File: src/hw/rtl/rlbd_pkg.sv
// ----------------------------------------------------------------------------
// rlbd_pkg: shared types and constants
// Phase and terminal codes, result codes and the result record that moves
// from the front decoder through the result queue to the output stage.
// ----------------------------------------------------------------------------
package rlbd_pkg;

	// Header byte layout.
	localparam logic [7:0] LEN_MASK  = 8'h7F;
	localparam logic [7:0] FILL_FLAG = 8'h80;

	// Depth of the result queue between front and back.
	localparam int QDEPTH = 4;

	typedef enum logic [1:0] {
		PH_HEADER  = 2'd0,
		PH_FILL    = 2'd1,
		PH_LITERAL = 2'd2
	} phase_t;

	typedef enum logic [1:0] {
		TS_RUNNING = 2'd0,
		TS_DONE    = 2'd1,
		TS_ERROR   = 2'd2
	} term_t;

	typedef enum logic [1:0] {
		ST_WRITE = 2'd0,
		ST_DONE  = 2'd1,
		ST_ERROR = 2'd2
	} status_t;

	typedef struct packed {
		status_t     status;
		logic [10:0] start_address;
		logic [7:0]  run_length;
		logic [7:0]  fill_value;
	} res_t;

	typedef struct packed {
		logic full;
		logic empty;
	} qstat_t;

endpackage

File: src/hw/rtl/rlbd_front.sv
// ----------------------------------------------------------------------------
// rlbd_front: stream decoder
// Accepts coded bytes, tracks the run state and buffer position, and pushes
// one result record per producing byte into the result queue.
// ----------------------------------------------------------------------------
module rlbd_front #(
	parameter int BUFFER_BYTES = 2048
) (
	input  logic          clk,
	input  logic          arst_n,
	input  logic          in_valid,
	output logic          in_ready,
	input  logic          in_kind,
	input  logic [7:0]    in_byte,
	input  rlbd_pkg::qstat_t q_stat,
	output logic          push,
	output rlbd_pkg::res_t push_res
);
	import rlbd_pkg::*;

	localparam int PosW    = $clog2(BUFFER_BYTES + 1);
	localparam int SumW    = $clog2(BUFFER_BYTES + 129);
	localparam int Quarter = BUFFER_BYTES / 4;

	phase_t          phase_q, phase_d;
	term_t           term_q, term_d;
	logic [PosW-1:0] pos_q, pos_d;
	logic [7:0]      rem_q, rem_d;

	logic       take;
	logic       buf_full;
	logic       over;
	logic       end_ok;
	logic [7:0] hdr_len;

	assign in_ready = !q_stat.full;
	assign take     = in_valid && in_ready && (term_q == TS_RUNNING);

	assign hdr_len  = (in_byte & LEN_MASK) + 8'd1;
	assign buf_full = (SumW'(pos_q) >= SumW'(BUFFER_BYTES));
	assign over     = (SumW'(pos_q) + SumW'(hdr_len)) > SumW'(BUFFER_BYTES);
	assign end_ok   = (phase_q == PH_HEADER) &&
		((pos_q == PosW'(BUFFER_BYTES)) || (pos_q == PosW'(Quarter)));

	// Next state.
	always_comb begin
		phase_d = phase_q;
		term_d  = term_q;
		pos_d   = pos_q;
		rem_d   = rem_q;
		if (take) begin
			if (in_kind) begin
				term_d = end_ok ? TS_DONE : TS_ERROR;
			end else begin
				unique case (phase_q)
					PH_HEADER: begin
						if (!buf_full) begin
							if (over) begin
								term_d = TS_ERROR;
							end else begin
								rem_d   = hdr_len;
								phase_d = ((in_byte & FILL_FLAG) != 8'd0) ? PH_FILL : PH_LITERAL;
							end
						end
					end
					PH_FILL: begin
						pos_d   = pos_q + PosW'(rem_q);
						rem_d   = 8'd0;
						phase_d = PH_HEADER;
					end
					PH_LITERAL: begin
						pos_d = pos_q + PosW'(1);
						rem_d = rem_q - 8'd1;
						if (rem_q == 8'd1) begin
							phase_d = PH_HEADER;
						end
					end
					default: phase_d = PH_HEADER;
				endcase
			end
		end
	end

	// Result record.
	always_comb begin
		push     = 1'b0;
		push_res = '{status: ST_WRITE, start_address: 11'd0, run_length: 8'd0,
			fill_value: 8'd0};
		if (take) begin
			if (in_kind) begin
				push            = 1'b1;
				push_res.status = end_ok ? ST_DONE : ST_ERROR;
			end else begin
				unique case (phase_q)
					PH_HEADER: begin
						if (!buf_full && over) begin
							push            = 1'b1;
							push_res.status = ST_ERROR;
						end
					end
					PH_FILL: begin
						push                   = 1'b1;
						push_res.start_address = 11'(pos_q);
						push_res.run_length    = rem_q;
						push_res.fill_value    = in_byte;
					end
					PH_LITERAL: begin
						push                   = 1'b1;
						push_res.start_address = 11'(pos_q);
						push_res.run_length    = 8'd1;
						push_res.fill_value    = in_byte;
					end
					default: push = 1'b0;
				endcase
			end
		end
	end

	always_ff @(posedge clk or negedge arst_n) begin
		if (!arst_n) begin
			phase_q <= PH_HEADER;
			term_q  <= TS_RUNNING;
			pos_q   <= '0;
			rem_q   <= 8'd0;
		end else begin
			phase_q <= phase_d;
			term_q  <= term_d;
			pos_q   <= pos_d;
			rem_q   <= rem_d;
		end
	end

endmodule

File: src/hw/rtl/rlbd_queue.sv
// ----------------------------------------------------------------------------
// rlbd_queue: result queue
// Small first-in first-out store of result records between the decoder and
// the output stage.
// ----------------------------------------------------------------------------
module rlbd_queue (
	input  logic             clk,
	input  logic             arst_n,
	input  logic             push,
	input  rlbd_pkg::res_t   push_res,
	input  logic             pop,
	output rlbd_pkg::res_t   head,
	output rlbd_pkg::qstat_t stat
);
	import rlbd_pkg::*;

	localparam int QAW = $clog2(QDEPTH);

	res_t           mem_q [QDEPTH];
	logic [QAW-1:0] wr_ptr_q;
	logic [QAW-1:0] rd_ptr_q;
	logic [QAW:0]   count_q;

	assign stat.full  = (count_q == (QAW + 1)'(QDEPTH));
	assign stat.empty = (count_q == '0);
	assign head       = mem_q[rd_ptr_q];

	always_ff @(posedge clk) begin
		if (push) begin
			mem_q[wr_ptr_q] <= push_res;
		end
	end

	always_ff @(posedge clk or negedge arst_n) begin
		if (!arst_n) begin
			wr_ptr_q <= '0;
			rd_ptr_q <= '0;
			count_q  <= '0;
		end else begin
			if (push) begin
				wr_ptr_q <= wr_ptr_q + QAW'(1);
			end
			if (pop) begin
				rd_ptr_q <= rd_ptr_q + QAW'(1);
			end
			if (push && !pop) begin
				count_q <= count_q + (QAW + 1)'(1);
			end else if (pop && !push) begin
				count_q <= count_q - (QAW + 1)'(1);
			end
		end
	end

endmodule

File: src/hw/rtl/rlbd_back.sv
// ----------------------------------------------------------------------------
// rlbd_back: output stage
// Takes result records from the queue into an output register and presents
// them on the result stream.
// ----------------------------------------------------------------------------
module rlbd_back (
	input  logic             clk,
	input  logic             arst_n,
	input  rlbd_pkg::qstat_t q_stat,
	input  rlbd_pkg::res_t   head,
	output logic             pop,
	output logic             out_valid,
	input  logic             out_ready,
	output rlbd_pkg::res_t   out_res
);
	import rlbd_pkg::*;

	logic valid_q;
	res_t res_q;

	assign pop       = !q_stat.empty && (!valid_q || out_ready);
	assign out_valid = valid_q;
	assign out_res   = res_q;

	always_ff @(posedge clk) begin
		if (pop) begin
			res_q <= head;
		end
	end

	always_ff @(posedge clk or negedge arst_n) begin
		if (!arst_n) begin
			valid_q <= 1'b0;
		end else if (pop) begin
			valid_q <= 1'b1;
		end else if (out_ready) begin
			valid_q <= 1'b0;
		end
	end

endmodule

File: src/hw/rtl/run_length_buffer_decoder_top.sv
// ----------------------------------------------------------------------------
// run_length_buffer_decoder_top: run-length coded stream to buffer writes
// Path: a result goes through a queue entry and then the output register before
// it leaves on the master side. Throughput: one byte per cycle while the queue
// has room, set by the state update of the front decoder; a four-entry queue
// lets the decoder run on while results wait.
// Reset: arst_n clears the run state, position, sticky status and queue at once.
// ----------------------------------------------------------------------------
//
// The block splits into three parts. The front decoder takes one coded byte
// per transaction, keeps the phase (header, fill value or literal bytes), the
// buffer position, the count of literal bytes still due and the sticky
// done/error status, and builds at most one result record per byte. Records
// go into a short queue. The back stage moves the queue head into an output
// register that drives the master side, so a stalled consumer only fills the
// queue; the slave side is held off only when the queue is full.
//
// A fill run comes out as one write record with its full length; every
// literal byte comes out as a write of length one. An overrunning header gives
// an error record; other headers and data bytes after the buffer is full give
// none. After done or error, every further transaction is taken and dropped.
module run_length_buffer_decoder_top #(
	parameter int BUFFER_BYTES = 2048
) (
	input  logic        clk,
	input  logic        arst_n,
	input  logic        s_axis_tvalid,
	output logic        s_axis_tready,
	input  logic [7:0]  s_axis_tdata,   // [7:0] data_byte
	input  logic [0:0]  s_axis_tuser,   // [0] kind: 1 = end of stream
	output logic        m_axis_tvalid,
	input  logic        m_axis_tready,
	output logic [31:0] m_axis_tdata,   // [10:0] start_address, [18:11] run_length,
	                                    // [26:19] fill_value, [31:27] zero
	output logic [1:0]  m_axis_tuser    // [1:0] status
);
	import rlbd_pkg::*;

	// Wiring between the front decoder, the queue and the output stage.
	logic   push;
	res_t   push_res;
	logic   pop;
	res_t   head;
	qstat_t q_stat;
	res_t   out_res;

	rlbd_front #(
		.BUFFER_BYTES(BUFFER_BYTES)
	) u_front (
		.clk      (clk),
		.arst_n   (arst_n),
		.in_valid (s_axis_tvalid),
		.in_ready (s_axis_tready),
		.in_kind  (s_axis_tuser[0]),
		.in_byte  (s_axis_tdata),
		.q_stat   (q_stat),
		.push     (push),
		.push_res (push_res)
	);

	rlbd_queue u_queue (
		.clk      (clk),
		.arst_n   (arst_n),
		.push     (push),
		.push_res (push_res),
		.pop      (pop),
		.head     (head),
		.stat     (q_stat)
	);

	rlbd_back u_back (
		.clk       (clk),
		.arst_n    (arst_n),
		.q_stat    (q_stat),
		.head      (head),
		.pop       (pop),
		.out_valid (m_axis_tvalid),
		.out_ready (m_axis_tready),
		.out_res   (out_res)
	);

	// Pack the record: status travels in tuser, the write fields in tdata.
	assign m_axis_tuser = out_res.status;
	assign m_axis_tdata = {5'd0, out_res.fill_value, out_res.run_length,
		out_res.start_address};

endmodule
File: config.mk
export PLATFORM = sky130hd
export DESIGN_NAME = run_length_buffer_decoder_top
export DESIGN_NICKNAME = d
export VERILOG_FILES = /design/src/hw/rtl/rlbd_pkg.sv /design/src/hw/rtl/rlbd_front.sv /design/src/hw/rtl/rlbd_queue.sv /design/src/hw/rtl/rlbd_back.sv /design/src/hw/rtl/run_length_buffer_decoder_top.sv
export SDC_FILE = /design/constraint.sdc
export NUM_CORES = 1
export LEC_CHECK = 0
export BUFFER_PORTS_ARGS = -buffer_cell sky130_fd_sc_hd__buf_4
export CORE_MARGIN = 2
export CORE_UTILIZATION = 40
export DETAILED_ROUTE_END_ITERATION = 7
export PLACE_DENSITY = 0.6
export RECOVER_POWER = 100
export SKIP_LAST_GASP = 1
export SLEW_MARGIN = 20
export SYNTH_ARGS = -nofsm -noshare
export SYNTH_HDL_FRONTEND = slang
export SYNTH_SLANG_ARGS = --single-unit
File: constraint.sdc
create_clock -name clk -period 5.1 [get_ports clk]
set_clock_uncertainty 0.1 [all_clocks]
set_input_delay 0.765 -clock clk [delete_from_list [all_inputs] [get_ports clk]]
set_output_delay 0.765 -clock clk [all_outputs]
set_load 0.05 [all_outputs]
==> results of run 1 <==
-- flip-flops by register name, indices dropped and copies added (netlist names) --
register and count:
u_back.out_res 29, u_front.term_q 2, u_front.phase_q 2, u_queue.wr_ptr_q 2, u_queue.count_q 3, u_back.out_valid 1, u_queue.mem_q 116, u_front.pos_q 12
u_front.rem_q 8, u_queue.rd_ptr_q 2
-- final timing paths --
check / to / cells past startpoint
max: u_queue.count_q[1] / 14
min: u_front.term_q[1] / 1
max reg2reg: u_queue.count_q[1] / 12
min reg2reg: u_front.term_q[1] / 1
max in group asynchronous: u_front.pos_q[2] / 1
min in group asynchronous: u_queue.rd_ptr_q[1] / 1
-- through the flow --
step / instance area, sq um / power, mW / cells / worst slack [ps]
floorplan: 8090 / 3.27 / 544 / 929
detailed placement: 8690 / 3.73 / 835 / 476
CTS: 9260 / 4.99 / 867 / 914
finish: 9110 / 4.85 / 867 / 578
global route: 9110 / 5.11 / 867 / 337
global placement: 8690 / 3.70 / 835 / 570
-- kinds of logic (layout without fill, tap and decap cells) --
family / after synthesis / count (layout) / share of synthesized area, %
compound gates: 86 / 86 / 7.28
xor+xnor: 22 / 22 / 2.39
fa+ha+maj: 33 / 33 / 5.39
buf+inv: 51 / 109 / 2.71
flops: 177 / 177 / 63.8
mux: 31 / 31 / 8.41
other cells: 1 / 5 / 0.0464
simple gates: 139 / 139 / 9.96
-- power groups by stage --
| stage | logic (mW) | registers, mW | clock network (mW) |
|---|---|---|---|
| after floorplan | 0.964 | 2.31 | 0 |
| after global placement | 1.59 | 2.11 | 0 |
| after detailed placement | 1.61 | 2.12 | 0 |
| after CTS | 1.61 | 2.09 | 1.28 |
| after global routing | 1.65 | 2.13 | 1.33 |
| final | 1.51 | 2.09 | 1.25 |
-- final cells by class --
type,instances,area (sq um)
clock inverter,13,134
multi-input combinational,316,2710
sequential,177,5150
tap,265,332
fill,1752,10500
clock buffer,19,433
timing repair buffer,50,244
inverter,27,101
-- Yosys cell counts (4+ instances only) --
cell / n / area (sq um)
nor2b_1: 9 / 56.3
buf_4: 7 / 52.6
nand2b_1: 5 / 31.3
edfxtp_1: 145 / 4350
nand2_1: 26 / 97.6
nor2_1: 23 / 86.3
clkbuf_1: 13 / 48.8
a21oi_1: 23 / 115
xnor2_1: 10 / 87.6
and2_1: 16 / 100
o21ai_0: 22 / 110
and2_2: 4 / 30.0
nand3_1: 11 / 55.1
ha_1: 30 / 375
mux4_2: 29 / 653
a31oi_1: 4 / 25.0
nor3_1: 10 / 50.1
dfrtp_1: 32 / 801
and3_1: 9 / 56.3
xor2_1: 12 / 105
a21o_1: 9 / 67.6
inv_1: 26 / 97.6
-- layer usage --
metal	wire length [um]	vias to the layer above	global-route usage, %
met1	7490	2277	20.9
met5	0	-	0
met4	196	0	5.19
met3	560	11	2.97
li1	-	2147	-
met2	7750	97	25.2
==> results.py, run 1 <==
metrics = {
    "status": {
        "status": "finished, violations left",
        "violations": "max-capacitance violations, max-slew violations",
    },
    "die": {
        "rows": 51,
        "floorplan.initialDensity_pct": 41.1,
        "core_sq_mm": 0.0197,
        "io_pins": 49,
        "fp.dieH_um": 146,
        "die_w_um": 146,
        "dieArea_sq_mm": 0.0213,
    },
    "layout": {
        "syn_to_final_growth_pct": 12.8,
        "fin_nets": 635,
        "mostFrequentLayoutCells": "edfxtp_1, clkbuf_1, dfrtp_1",
        "drive_gt1_share_pct": 15.4,
        "post-route-util_pct": 46.4,
        "antenna_cells": 0,
        "mostFrequentLayoutCell": "edfxtp_1",
    },
    "clock_network": {
        "root_buffer": "clkbuf_16",
        "cts.sink_count": 177,
        "clock_latency_ps": 420,
        "cts_max_level": 4,
        "cts_setup_buffers": 0,
        "cts_buffers": 17,
        "ctsHoldBuffers": 0,
        "post_cts_resized": 0,
        "clkTransAtPathRegs_ps": 70,
        "clock_path_buffers": 2,
        "cts_tree": "built",
    },
    "critical_path": {
        "cp_cell_sequence": "clkbuf_1 > inv_1 > ha_1 > fa_1 > nand4b_1 > a2111oi_0 > o22ai_2 > nor4b_4 > nand3b_1 > a221oi_4 > ha_1 > inv_1 > fa_1 > mux2_2",
        "arrival_ps": 4730,
        "cp-startpoint": "s_axis_tdata[0]",
        "path_max_fanout": 7,
        "startpoint_type": "primary input",
        "end_kind": "flip-flop",
        "rrSetupSlack_ps": 770,
        "reg2reg_from": "u_front.pos_q[0]",
        "crit_buf_inv": 3,
        "crit_path_top_delay_cell": "a2111oi_0",
        "slowest_delay_ps": 800,
        "worstSetupPathType": "in2reg",
        "path_delay_family": "adder cells",
        "required_ps": 5310,
    },
    "drt": {
        "drc": 0,
        "antenna_left": 0,
        "via_count": 4532,
        "drt-vias-per-instance": 5.23,
        "wire_per_inst_um": 18.4,
        "wirelength_mm": 16.0,
        "drt_iter0_markers": 271,
        "dr.pass1.iters": 5,
    },
    "power": {
        "internal_power_mw": 3.12,
        "p_sw_mw": 1.73,
        "switching_share_pct": 35.7,
        "seqPwrFrac_pct": 43.0,
        "leakage_nw": 3.28,
        "clock_power_share_pct": 25.8,
        "power.density_mw_per_mm2": 532,
        "p_comb_share_pct": 31.2,
        "ir_drop_uv": 186,
    },
    "min_path": {
        "hp-class": "reg2reg",
        "hp-start": "u_front.term_q[1]",
    },
    "grt": {
        "overflow": 0,
        "grt_pass1_vias": 4586,
        "grt_pass1_wl_mm": 25.1,
        "grt.total_usage_pct": 15.4,
        "antenna_found_initial": 0,
        "grt_max_degree": 33,
    },
    "timing": {
        "fmaxAchievable_ghz": 0.221,
        "setup-violations-final": 0,
        "maxSlewViolCount": 98,
        "hold_slack_ps": 375,
        "rsz0062_at_grt": "false",
        "finalSetupTns_ps": 0,
        "max_slew_margin_pct": -31.7,
        "worst-slew-pin-transition_ps": 1980,
        "period_share_pct": 88.7,
        "finalHoldViolations": 0,
        "timing.final.crit_period_ps": 4520,
    },
    "logic_synthesis": {
        "ys_ff_latch": 177,
        "syn_inst": 540,
        "synth_edf_count": 145,
        "syn_avg_cell_area_sq_um": 15.0,
        "synth_area_sq_mm": 0.00808,
        "synth_ff_type": "edfxtp_1",
        "synthArstFlopShare_pct": 18.1,
        "synth_cell_types": 67,
        "seq_area_frac_synth_pct": 63.8,
        "yosys_warnings": 0,
    },
    "placed_design": {
        "port_buffers": 43,
        "gp_congestion": 0.866,
        "hpwl_mm": 11.0,
    },
    "flow_run": {
        "cap_violations": 3,
    },
}
(Power assumes the default switching activity.)
==> run 2: changes to the inputs <==
--- a/config.mk
+++ b/config.mk
@@ -7,9 +7,9 @@
 export LEC_CHECK = 0
 export BUFFER_PORTS_ARGS = -buffer_cell sky130_fd_sc_hd__buf_4
 export CORE_MARGIN = 2
-export CORE_UTILIZATION = 40
+export CORE_UTILIZATION = 61
 export DETAILED_ROUTE_END_ITERATION = 7
-export PLACE_DENSITY = 0.6
+export PLACE_DENSITY = 0.84
 export RECOVER_POWER = 100
 export SKIP_LAST_GASP = 1
 export SLEW_MARGIN = 20
==> run 2 against run 1 <==
The flow still finishes with violations (max-capacitance violations, max-slew violations). Total power increased by 3.0%. Critical path depth decreased by 1. Sequential power about the same. First-iteration DRC count increased by 150%. Global-route usage increased by 11 points. Critical endpoint unchanged. Clock power increased by 8%. Clock-buffer cell count unchanged. Register-to-register slack got worse by 160 ps.
==> results.py, run 2 (synthesized netlist as in run 1, its figures left out) <==
metrics = {
    "power": {
        "ir_drop_uv": 222,
        "leakage_nw": 3.32,
        "power.density_mw_per_mm2": 551,
    },
    "drt": {
        "drc": 0,
        "antenna_left": 0,
        "via_count": 4863,
        "drt-vias-per-instance": 6.27,
        "wire_per_inst_um": 22.2,
        "drt_iter0_markers": 665,
        "dr.pass1.iters": 5,
        "wirelength_mm": 17.2,
    },
    "critical_path": {
        "crit_path_top_delay_cell": "a2111oi_0",
        "slowest_delay_ps": 910,
        "cp-startpoint": "s_axis_tdata[0]",
        "crit_buf_inv": 2,
        "cp_cell_sequence": "buf_4 > ha_1 > fa_1 > nand4b_1 > a2111oi_0 > o22ai_2 > nor4b_4 > nand3b_4 > a221oi_4 > ha_1 > inv_1 > fa_1 > mux2_2",
        "startpoint_type": "primary input",
        "worstSetupPathType": "in2reg",
        "arrival_ps": 4810,
        "end_kind": "flip-flop",
        "path_delay_family": "adder cells",
        "required_ps": 5310,
        "reg2reg_from": "u_front.pos_q[0]",
        "path_max_fanout": 7,
    },
    "layout": {
        "syn_to_final_growth_pct": 12.1,
        "final_cell_count_no_fill": 776,
        "fin_nets": 634,
        "fillers": 856,
        "mostFrequentLayoutCell": "edfxtp_1",
        "drive_gt1_share_pct": 15.8,
        "mostFrequentLayoutCells": "edfxtp_1, clkbuf_1, dfrtp_1",
        "largest_reg_flops": 116,
        "top_register": "u_queue.mem_q",
        "antenna_cells": 0,
    },
    "clock_network": {
        "root_buffer": "clkbuf_16",
        "clkTransAtPathRegs_ps": 60,
        "cts_buffers": 17,
        "cts_tree": "built",
        "cts_setup_buffers": 0,
        "cts_max_level": 4,
        "post_cts_resized": 0,
        "clock_latency_ps": 420,
        "ctsHoldBuffers": 0,
        "cts.sink_count": 177,
        "clock_path_buffers": 2,
    },
    "timing": {
        "finalSetupTns_ps": 0,
        "worst-slew-pin-transition_ps": 1960,
        "maxSlewViolCount": 98,
        "max_slew_margin_pct": -30.8,
        "setup_slack_ps": 498,
        "hold_slack_ps": 383,
        "rsz0062_at_grt": "false",
        "finalHoldViolations": 0,
        "timing.final.crit_period_ps": 4600,
        "fmaxAchievable_ghz": 0.217,
        "setup-violations-final": 0,
        "period_share_pct": 90.2,
    },
    "min_path": {
        "hp-class": "reg2reg",
        "hp-start": "u_front.term_q[1]",
    },
    "die": {
        "fp.dieH_um": 119,
        "io_pins": 49,
        "die_w_um": 119,
        "rows": 42,
        "floorplan.initialDensity_pct": 61.7,
        "core_sq_mm": 0.0131,
        "dieArea_sq_mm": 0.0142,
    },
    "flow_run": {
        "cap_violations": 3,
    },
    "grt": {
        "grt_max_degree": 33,
        "grt.total_usage_pct": 26.1,
        "antenna_found_initial": 0,
        "overflow": 0,
        "grt_pass1_wl_mm": 27.6,
        "grt_pass1_vias": 4983,
    },
    "placed_design": {
        "gp_congestion": 0.981,
        "place_ws_ps": 473,
        "hpwl_mm": 11.1,
        "port_buffers": 43,
        "dp.cells": 745,
    },
    "status": {
        "violations": "max-capacitance violations, max-slew violations",
        "status": "finished, violations left",
    },
}
[run 2: cell types whose count changed in the layout (fill, tap and decap cells not counted)]
cell | before | now
bufinv_16 | 2 | 4
clkbuf_1 | 37 | 35
clkinv_2 | 3 | 1
buf_4 | 15 | 16
clkinv_1 | 3 | 2
clkinv_4 | 1 | 2
inv_6 | 4 | 3
nand3b_1 | 1 | 0
nand3b_4 | 0 | 1
[run 2: area by class of cell]
class                      instances  area [sq um]  area share (%)
sequential                       177          5150            56.9
clock buffer                      19           433            4.78
timing repair buffer              49           244            2.69
tap                              176           220            2.43
clock inverter                    12           180            1.99
multi-input combinational        316          2720            30.1
inverter                          27           101            1.12
[run 2: worst paths after layout]
path,depth (start not counted),slack (ps),endpoint
min in group asynchronous,1,790,u_front.phase_q[1]
setup / recovery,13,500,u_queue.count_q[1]
hold reg to reg,1,380,u_front.term_q[1]
setup reg to reg,12,610,u_queue.count_q[1]
hold / removal,1,380,u_front.term_q[1]
max in group asynchronous,1,2980,u_front.rem_q[4]
[run 2: worst register-to-register path, delay by kind of cell, from the launching register on]
| family | cells | cell delay [ps] |
|---|---|---|
| compound gates | 3 | 1220 |
| fa+ha+maj | 4 | 1360 |
| buf+inv | 1 | 80 |
| flops | 1 | 480 |
| mux | 1 | 260 |
| simple gates | 3 | 880 |
[run 2: where the power goes]
group	switching, mW	leakage [nW]	internal [mW]
Combinational	0.984	1.32	0.575
Clock	0.526	0.296	0.821
Sequential	0.258	1.70	1.83
Total	1.77	3.32	3.23
[run 2: routing by layer]
metal / up-vias / wire length, um / track usage, %
li1: 2136 / - / -
met1: 2435 / 6680 / 34.6
met2: 255 / 8900 / 43.1
met3: 37 / 1260 / 5.80
met4: 0 / 398 / 9.23
met5: - / 0 / 0
[run 2: through the flow]
stage               power, mW  utilization, %  area [sq um]
detailed placement       3.72            65.5          8580
floorplan                3.27               -          8090
finish                   4.99            69.2          9060
global placement         3.65            65.5          8580
global route             5.22            69.2          9060
CTS                      5.09            70.2          9190
